`src/rtl/core/srkg_pkg.sv`:
```
// Shared types and constants for the small RSA key generator.
// No dependencies; srkg_div and small_rsa_key_generator_top import this package.
package srkg_pkg;

    localparam int SIEVE_SIZE = 256;
    localparam int IDX_W      = $clog2(SIEVE_SIZE);
    localparam int CNT_W      = IDX_W + 1;
    localparam logic [CNT_W-1:0] IDX_LAST = CNT_W'(SIEVE_SIZE - 1);

    localparam logic [7:0] LIMIT_RESET = 8'd100;
    localparam logic [7:0] LIMIT_MIN   = 8'd3;

    localparam int DIV_NW = 32;
    localparam int DIV_DW = 16;
    localparam int T_W    = 18;

    typedef struct packed {
        logic [30:0] first_pick;
        logic [30:0] second_pick;
    } t_in;

    typedef struct packed {
        logic [7:0]  first_prime;
        logic [7:0]  second_prime;
        logic [15:0] modulus;
        logic [7:0]  public_exp;
        logic [15:0] private_exp;
    } t_out;

    typedef enum logic [4:0] {
        ST_IDLE,
        ST_INIT,
        ST_SV_RD,
        ST_SV_CHK,
        ST_SV_MARK,
        ST_CNT_RD,
        ST_CNT_CHK,
        ST_MOD_ST,
        ST_MOD_WT,
        ST_TK_RD,
        ST_TK_CHK,
        ST_G_TEST,
        ST_G_WT,
        ST_L_WT,
        ST_L_MUL,
        ST_E_INIT,
        ST_E_TEST,
        ST_E_WT,
        ST_E_MUL,
        ST_E_UPD,
        ST_OUT
    } t_state;

endpackage

```
`src/rtl/core/srkg_ram.sv`:
```
// Generic single-write, single-read synchronous RAM with registered read data.
// No dependencies.
module srkg_ram #(
    parameter int WIDTH = 1,
    parameter int DEPTH = 256
) (
    input  logic                     i_clk,
    input  logic                     i_we,
    input  logic [$clog2(DEPTH)-1:0] i_waddr,
    input  logic [WIDTH-1:0]         i_wdata,
    input  logic [$clog2(DEPTH)-1:0] i_raddr,
    output logic [WIDTH-1:0]         o_rdata
);

    logic [WIDTH-1:0] r_mem [DEPTH];
    logic [WIDTH-1:0] r_rdata;

    always_ff @(posedge i_clk) begin
        if (i_we) begin
            r_mem[i_waddr] <= i_wdata;
        end
        r_rdata <= r_mem[i_raddr];
    end

    assign o_rdata = r_rdata;

endmodule

```
`src/rtl/core/srkg_div.sv`:
```
// Restoring unsigned divider, one quotient bit per cycle.
// Depends on srkg_pkg for the dividend and divisor widths.
module srkg_div import srkg_pkg::*; (
    input  logic              i_clk,
    input  logic              i_rst_n,
    input  logic              i_start,
    input  logic [DIV_NW-1:0] i_num,
    input  logic [DIV_DW-1:0] i_den,
    output logic              o_done,
    output logic [DIV_NW-1:0] o_quot,
    output logic [DIV_DW-1:0] o_rem
);

    localparam int STEP_W = $clog2(DIV_NW);

    logic              r_busy;
    logic              r_done;
    logic [STEP_W-1:0] r_step;
    logic [DIV_NW-1:0] r_quo;
    logic [DIV_DW:0]   r_rem;
    logic [DIV_DW-1:0] r_den;

    logic [DIV_DW:0]   w_trial;
    logic              w_ge;

    assign w_trial = {r_rem[DIV_DW-1:0], r_quo[DIV_NW-1]};
    assign w_ge    = (w_trial >= {1'b0, r_den});

    always_ff @(posedge i_clk) begin
        if (!i_rst_n) begin
            r_busy <= 1'b0;
            r_done <= 1'b0;
            r_step <= '0;
        end else begin
            r_done <= 1'b0;
            if (i_start) begin
                r_busy <= 1'b1;
                r_step <= '0;
            end else if (r_busy) begin
                r_step <= r_step + 1'b1;
                if (r_step == STEP_W'(DIV_NW - 1)) begin
                    r_busy <= 1'b0;
                    r_done <= 1'b1;
                end
            end
        end
    end

    always_ff @(posedge i_clk) begin
        if (i_start) begin
            r_quo <= i_num;
            r_rem <= '0;
            r_den <= i_den;
        end else if (r_busy) begin
            r_quo <= {r_quo[DIV_NW-2:0], w_ge};
            r_rem <= w_ge ? (w_trial - {1'b0, r_den}) : w_trial;
        end
    end

    assign o_done = r_done;
    assign o_quot = r_quo;
    assign o_rem  = r_rem[DIV_DW-1:0];

endmodule

```
`src/rtl/core/small_rsa_key_generator_top.sv`:
```
// Small RSA key generator: sieve in a 256 x 1 RAM, shared serial divider for
// all modulo, gcd, lambda and extended Euclid steps. A request clears the map,
// marks the sieve, scans the map to count primes, and per pick takes a modulo
// and scans the map again. One request is in work at a time; a finished key
// waits in the output register.
// Reset sets the limit to 100 and clears the output valid.
module small_rsa_key_generator_top import srkg_pkg::*; (
    input  logic       i_clk,
    input  logic       i_rst_n,
    input  logic       i_in_valid,
    output logic       o_in_ready,
    input  t_in        i_in,
    output logic       o_out_valid,
    input  logic       i_out_ready,
    output t_out       o_out,
    input  logic       i_cfg_we,
    input  logic [7:0] i_cfg_data
);

    t_state r_state, n_state;
    logic [7:0]  r_limit;
    logic [7:0]  r_lim, n_lim;
    t_in         r_req, n_req;
    logic [CNT_W-1:0] r_i, n_i, r_j, n_j;
    logic [7:0]  r_cnt, n_cnt, r_k, n_k, r_p, n_p, r_q, n_q, r_e, n_e;
    logic        r_sel, n_sel;
    logic [15:0] r_r0, n_r0, r_r1, n_r1, r_quo, n_quo, r_lambda, n_lambda;
    logic signed [T_W-1:0] r_t0, n_t0, r_t1, n_t1, r_qt, n_qt;
    logic        r_out_valid, n_out_valid;
    t_out        r_out, n_out;

    logic              ram_we, ram_wdata, ram_rdata;
    logic [IDX_W-1:0]  ram_waddr, ram_raddr;
    logic              div_start, div_done;
    logic [DIV_NW-1:0] div_num, div_quot;
    logic [DIV_DW-1:0] div_den, div_rem;

    logic [9:0]  w_sq;
    logic signed [34:0] w_prod;
    logic signed [T_W-1:0] w_inv, w_d;

    srkg_ram #(.WIDTH(1), .DEPTH(SIEVE_SIZE)) u_map (
        .i_clk   (i_clk),
        .i_we    (ram_we),
        .i_waddr (ram_waddr),
        .i_wdata (ram_wdata),
        .i_raddr (ram_raddr),
        .o_rdata (ram_rdata)
    );

    srkg_div u_div (
        .i_clk   (i_clk),
        .i_rst_n (i_rst_n),
        .i_start (div_start),
        .i_num   (div_num),
        .i_den   (div_den),
        .o_done  (div_done),
        .o_quot  (div_quot),
        .o_rem   (div_rem)
    );

    assign w_sq   = r_i[4:0] * r_i[4:0];
    assign w_prod = $signed({1'b0, r_quo}) * r_t1;
    assign w_inv  = r_t0[T_W-1] ? (r_t0 + $signed({2'b0, r_lambda})) : r_t0;
    // The smallest d of at least 2 is the inverse itself or one period above it.
    assign w_d    = (w_inv < 2) ? (w_inv + $signed({2'b0, r_lambda})) : w_inv;

    always_ff @(posedge i_clk) begin
        if (!i_rst_n) begin
            r_state     <= ST_IDLE;
            r_limit     <= LIMIT_RESET;
            r_out_valid <= 1'b0;
        end else begin
            r_state     <= n_state;
            r_out_valid <= n_out_valid;
            if (i_cfg_we) begin
                r_limit <= i_cfg_data;
            end
        end
    end

    always_ff @(posedge i_clk) begin
        r_lim    <= n_lim;
        r_req    <= n_req;
        r_i      <= n_i;
        r_j      <= n_j;
        r_cnt    <= n_cnt;
        r_k      <= n_k;
        r_p      <= n_p;
        r_q      <= n_q;
        r_e      <= n_e;
        r_sel    <= n_sel;
        r_r0     <= n_r0;
        r_r1     <= n_r1;
        r_quo    <= n_quo;
        r_lambda <= n_lambda;
        r_t0     <= n_t0;
        r_t1     <= n_t1;
        r_qt     <= n_qt;
        r_out    <= n_out;
    end

    always_comb begin
        n_state = r_state;  n_lim = r_lim;  n_req = r_req;
        n_i = r_i;  n_j = r_j;  n_cnt = r_cnt;  n_k = r_k;
        n_p = r_p;  n_q = r_q;  n_e = r_e;  n_sel = r_sel;
        n_r0 = r_r0;  n_r1 = r_r1;  n_quo = r_quo;  n_lambda = r_lambda;
        n_t0 = r_t0;  n_t1 = r_t1;  n_qt = r_qt;
        n_out = r_out;
        n_out_valid = r_out_valid && !i_out_ready;
        o_in_ready = 1'b0;
        ram_we = 1'b0;  ram_waddr = r_i[IDX_W-1:0];  ram_wdata = 1'b0;
        ram_raddr = r_i[IDX_W-1:0];
        div_start = 1'b0;
        div_num = {16'b0, r_r0};
        div_den = r_r1;

        case (r_state)
            ST_IDLE: begin
                o_in_ready = 1'b1;
                if (i_in_valid) begin
                    n_req   = i_in;
                    n_lim   = (r_limit < LIMIT_MIN) ? LIMIT_MIN : r_limit;
                    n_i     = '0;
                    n_state = ST_INIT;
                end
            end
            ST_INIT: begin
                ram_we    = 1'b1;
                ram_wdata = (r_i >= CNT_W'(2)) && (r_i <= {1'b0, r_lim});
                n_i = r_i + 1'b1;
                if (r_i == IDX_LAST) begin
                    n_i     = CNT_W'(2);
                    n_state = ST_SV_RD;
                end
            end
            ST_SV_RD: begin
                if (w_sq > {2'b0, r_lim}) begin
                    n_i     = '0;
                    n_cnt   = '0;
                    n_state = ST_CNT_RD;
                end else begin
                    n_state = ST_SV_CHK;
                end
            end
            ST_SV_CHK: begin
                if (ram_rdata) begin
                    n_j     = w_sq[CNT_W-1:0];
                    n_state = ST_SV_MARK;
                end else begin
                    n_i     = r_i + 1'b1;
                    n_state = ST_SV_RD;
                end
            end
            ST_SV_MARK: begin
                if (r_j > {1'b0, r_lim}) begin
                    n_i     = r_i + 1'b1;
                    n_state = ST_SV_RD;
                end else begin
                    ram_we    = 1'b1;
                    ram_waddr = r_j[IDX_W-1:0];
                    n_j       = r_j + r_i;
                end
            end
            ST_CNT_RD: begin
                n_state = ST_CNT_CHK;
            end
            ST_CNT_CHK: begin
                if (ram_rdata) begin
                    n_cnt = r_cnt + 1'b1;
                end
                n_i     = r_i + 1'b1;
                n_state = ST_CNT_RD;
                if (r_i == IDX_LAST) begin
                    n_sel   = 1'b0;
                    n_state = ST_MOD_ST;
                end
            end
            ST_MOD_ST: begin
                div_start = 1'b1;
                div_num   = r_sel ? {1'b0, r_req.second_pick} : {1'b0, r_req.first_pick};
                div_den   = r_sel ? {8'b0, r_cnt - 1'b1} : {8'b0, r_cnt};
                n_state   = ST_MOD_WT;
            end
            ST_MOD_WT: begin
                if (div_done) begin
                    n_k     = div_rem[7:0];
                    n_i     = '0;
                    n_state = ST_TK_RD;
                end
            end
            ST_TK_RD: begin
                n_state = ST_TK_CHK;
            end
            ST_TK_CHK: begin
                n_i     = r_i + 1'b1;
                n_state = ST_TK_RD;
                if (ram_rdata) begin
                    if (r_k == 8'd0) begin
                        ram_we = 1'b1;
                        if (r_sel) begin
                            n_q     = r_i[7:0];
                            n_r0    = {8'b0, r_p - 1'b1};
                            n_r1    = {8'b0, r_i[7:0] - 1'b1};
                            n_state = ST_G_TEST;
                        end else begin
                            n_p     = r_i[7:0];
                            n_sel   = 1'b1;
                            n_state = ST_MOD_ST;
                        end
                    end else begin
                        n_k = r_k - 1'b1;
                    end
                end
            end
            ST_G_TEST: begin
                div_start = 1'b1;
                if (r_r1 == 16'd0) begin
                    // gcd found in r0: divide p-1 by it.
                    div_num = {24'b0, r_p - 1'b1};
                    div_den = r_r0;
                    n_state = ST_L_WT;
                end else begin
                    n_state = ST_G_WT;
                end
            end
            ST_G_WT: begin
                if (div_done) begin
                    n_r0    = r_r1;
                    n_r1    = div_rem;
                    n_state = ST_G_TEST;
                end
            end
            ST_L_WT: begin
                if (div_done) begin
                    n_quo   = div_quot[15:0];
                    n_state = ST_L_MUL;
                end
            end
            ST_L_MUL: begin
                n_lambda = r_quo[7:0] * (r_q - 1'b1);
                n_e      = 8'd2;
                n_state  = ST_E_INIT;
            end
            ST_E_INIT: begin
                n_r0    = r_lambda;
                n_r1    = {8'b0, r_e};
                n_t0    = '0;
                n_t1    = T_W'(1);
                n_state = ST_E_TEST;
            end
            ST_E_TEST: begin
                if (r_r1 == 16'd0) begin
                    if (r_r0 == 16'd1) begin
                        n_state = ST_OUT;
                    end else begin
                        n_e     = r_e + 1'b1;
                        n_state = ST_E_INIT;
                    end
                end else begin
                    div_start = 1'b1;
                    n_state   = ST_E_WT;
                end
            end
            ST_E_WT: begin
                if (div_done) begin
                    n_quo   = div_quot[15:0];
                    n_r0    = r_r1;
                    n_r1    = div_rem;
                    n_state = ST_E_MUL;
                end
            end
            ST_E_MUL: begin
                n_qt    = w_prod[T_W-1:0];
                n_state = ST_E_UPD;
            end
            ST_E_UPD: begin
                n_t0    = r_t1;
                n_t1    = r_t0 - r_qt;
                n_state = ST_E_TEST;
            end
            ST_OUT: begin
                if (!r_out_valid || i_out_ready) begin
                    n_out.first_prime  = r_p;
                    n_out.second_prime = r_q;
                    n_out.modulus      = r_p * r_q;
                    n_out.public_exp   = r_e;
                    n_out.private_exp  = w_d[15:0];
                    n_out_valid        = 1'b1;
                    n_state            = ST_IDLE;
                end
            end
            default: begin
                n_state = ST_IDLE;
            end
        endcase
    end

    assign o_out_valid = r_out_valid;
    assign o_out       = r_out;

endmodule

```
`config.mk`:
```
export PLATFORM = sky130hd
export DESIGN_NAME = small_rsa_key_generator_top
export DESIGN_NICKNAME = d
export VERILOG_FILES = /design/src/rtl/core/srkg_pkg.sv /design/src/rtl/core/srkg_ram.sv /design/src/rtl/core/srkg_div.sv /design/src/rtl/core/small_rsa_key_generator_top.sv
export SDC_FILE = /design/constraint.sdc
export NUM_CORES = 2
export LEC_CHECK = 0
export BUFFER_PORTS_ARGS = -buffer_cell sky130_fd_sc_hd__buf_2
export CAP_MARGIN = 15
export CORE_ASPECT_RATIO = 1.75
export CORE_MARGIN = 1.5
export CORE_UTILIZATION = 30
export CTS_BUF_LIST = sky130_fd_sc_hd__clkbuf_8
export CTS_CLUSTER_DIAMETER = 40
export DETAILED_ROUTE_END_ITERATION = 10
export MAX_ROUTING_LAYER = met4
export PLACE_DENSITY = 0.44
export SLEW_MARGIN = 0
export SYNTH_ARGS = -nofsm -noshare
export SYNTH_HDL_FRONTEND = slang
export SYNTH_HIERARCHICAL = 1
export SYNTH_SLANG_ARGS = --single-unit
```
`constraint.sdc`:
```
create_clock -name i_clk -period 46.8 [get_ports i_clk]
set_input_delay 4.68 -clock i_clk [delete_from_list [all_inputs] [get_ports i_clk]]
set_output_delay 4.68 -clock i_clk [all_outputs]
set_load 0.01 [all_outputs]
```
==> metrics.md <==
| Metric | Value |
|---|---|
| Number of global-route vias before repair | between 20000 and 30000 |
| M2 GR Usage | between 30% and 40% |
| Fin nets | ~4300 |
| Synth area leader | edfxtp_1 |
| Worst skew pair latency | between 0.8 and 0.9 ns |
| Skew final | 0.0960 ns |
| Cell count after synthesis | 3638 |
| Grt peak-use layer | met2 |
| WHS Endpoint | r_quo[11] |
| Post-route clock period utilization | ~15% |
| WP data required | approximately 42 ns |
| Synthesized cell area | 40900 sq um |
| RSZ-0062 raised after global routing | false |
| Grt met3 use | 2.39% |
| Crit-path max FO | 20 |
| Placer Congestion | ~0.84 |
| Seq/Total Area, Yosys | between 40% and 50% |
| Top FF cell, synth | edfxtp_1 |
| Filler cells | ~14000 |
| Most frequent cells after synthesis | edfxtp_1, nor2_1, inv_1 |
| Drt pass-1 iters | 7 |
| Worst-margin pin slew | approximately 1.2 ns |
| Sink Count | 645 |
| Final core occ | approximately 34% |
| Worst Hold Depth | 0 |
| Arr. time, crit path | approximately 2.4 ns |
| M1 GR Usage | between 10% and 20% |
| P per Cell Area | between 30 and 40 nW/um^2 |
| Die Width | between 200 and 300 microns |
| Post-CTS Repair Setup Buffers | 0 |
| Syn. warnings | 6 |
| Ranking of synthesized cells by area | edfxtp_1, fa_1, ha_1 |
| Initial antenna violation count | 4 |
| Synth top area share | between 40 and 50% |
| Status | completed |
| GRT Util Overall | roughly 19% |
| GRT Residual Overflow | 0 |
| Cell row count | ~180 |
| Placed cells | around 5500 |
| Max Freq | between 100 and 150 MHz |
| Drt wl/cell | 21.8 microns |
| Area post-placement | 43600 sq um |
| FF-to-FF Start | r_q[0] |
| Slew Limit Headroom | between 20% and 30% |
| Die area | between 100000 and 150000 sq um |
| Global-route wire length before repair | ~180 mm |
| R2r setup slk | around 40 ns |
| Worst hold slack | around 0.45 ns |
| Clk buf depth | 3 |
| Fraction of layout cells with a size suffix above 1 | 12.2% |
| DRT iter0 DRCs | about 1400 |
| Port bufs | 132 |
| Async set-reset flop share out of synthesis | 0% |
| Leakage | ~18 nW |
| Worst Setup End Kind | output pin |
| Startpoint types | register |
| Initial Utilization | 30.1% |
| Post-synthesis average cell area | roughly 11 sq um |
| Final wirelength | approximately 120 mm |
| CTS Buf Count | about 120 |
| Hold_sp | u_div/o_quot[11] |
| Critical path startpoint | r_state[4] |
| Largest net degree at the start of global routing | between 200 and 300 |
| Dpl hpwl | between 80 and 90 mm |
| CTS H-Tree Depth | 3 |
| Pins Over Slew Limit | 0 |
| Via density | 4.85 |
| DR DRC count | 0 |
| Crit path kind | register to output pin |
| # IOs | ~130 |
| Peak VDD IR | roughly 0.026 mV |
| Yosys reg bits | around 650 |
| ANT nets after route | 0 |
| Crit path time final | between 7 and 8 ns |
| CTS Root Cell | clkbuf_8 |
| Syn nets | roughly 4200 |
| Post-cts sizing count | 0 |
| Core ar. | roughly 140000 sq um |
| Die height | roughly 490 microns |
| Yosys cell types | 89 |
| Hold buffer count at CTS | 0 |
| Top-count cell post-synth | edfxtp_1 |
| Final setup fails | 0 |
| Final Hold Vio Count | 0 |
| P&R area growth vs syn | 12.4% |
| Clock-pin slew on the worst setup and hold paths | about 0.06 ns |
| Setup tns final | 0 ns |
| Final non-filler cell total | about 5700 |
| EDFF count, synth | roughly 610 |
| Worst R2R Path Depth | 23 |
| Worst hold path type | register to register |
| RR Endpoint | r_lambda[15] |
| Max Cap Violations | 0 |
| Final instance area | 46000 sq um |
| Via count | ~28000 |
| CTS tree | done |
## worst max-delay path: stages (launching register included)
cell	delay, ns
dfxtp_1	0.52
or3_1	0.55
nor3_1	0.32
buf_2	0.20
## logic make-up (layout without fill, tap and decap cells)
group	after synthesis	count (layout)	synth area share, %
and+or+nand+nor	1213	1213	14.0
DFF	645	645	46.4
buffers and inverters	522	750	5.01
adders and majority gates	447	447	17.2
AOI/OAI and AO/OA	437	437	7.24
muxes	205	205	6.49
xor gates and xnor gates	168	168	3.60
other	1	7	0.00916
## flip-flops by register name, indices dropped and copies added, names as in the netlist, 16 cells and up
register	count
u_map/r_mem	256
r_req	62
o_out	56
u_div/o_quot	32
r_qt	18
r_t0	18
r_t1	18
r_lambda	16
r_quo	16
r_r0	16
r_r1	16
u_div/r_den	16
u_div/r_rem	16
## worst max-delay path by stage
stage                          end  slack, ns  cells past startpoint
floorplan           u_map/r_mem[0]      18.31                     10
global route            o_in_ready      39.49                      3
global placement      r_lambda[15]      40.11                     23
CTS                     o_in_ready      39.45                      3
finish                  o_in_ready      39.68                      3
detailed placement    r_lambda[15]      40.07                     23
## final cells by class
class	instances	area, sq um	area share [%]
antenna	6	15.0	0.0326
clock buffer	119	1640	3.56
clock inverter	95	747	1.62
inverter	351	1320	2.86
multi-input combinational	2471	20000	43.4
sequential	645	19000	41.3
tap	1810	2260	4.92
timing repair buffer	185	1070	2.32
## cell usage in the layout, fill, tap and decap left out, types with 82 or more instances in the layout
master and instances:
fa_1 195, nand2_1 273, clkbuf_8 119, nor2b_1 82, ha_1 252, mux2i_1 111
xnor2_1 111, inv_1 365, and2_1 151, buf_2 133, nor2_1 442, edfxtp_1 607
## metal layers
metal / routed length, microns / up-vias / share of wire (%)
met1: 45300 / 13900 / 37
met3: 4290 / 199 / 3.5
met4: 5010 / 0 / 4.0
met5: 0 / - / 0
met2: 69400 / 516 / 56
li1: - / 12900 / -
## per-stage QoR
stage	power (mW)	setup WS [ns]
after floorplan	1.08	18.31
after global placement	1.21	40.11
after detailed placement	1.21	40.07
after CTS	1.78	39.45
after global routing	1.84	39.49
final	1.74	39.68
## report_power, final
group	internal (mW)	switching (mW)	total [mW]
clock	0.291	0.266	0.557
sequential	0.700	0.0293	0.730
combinational	0.162	0.296	0.459
total	1.15	0.591	1.74
No activity file was read; power rests on OpenSTA's default activity.
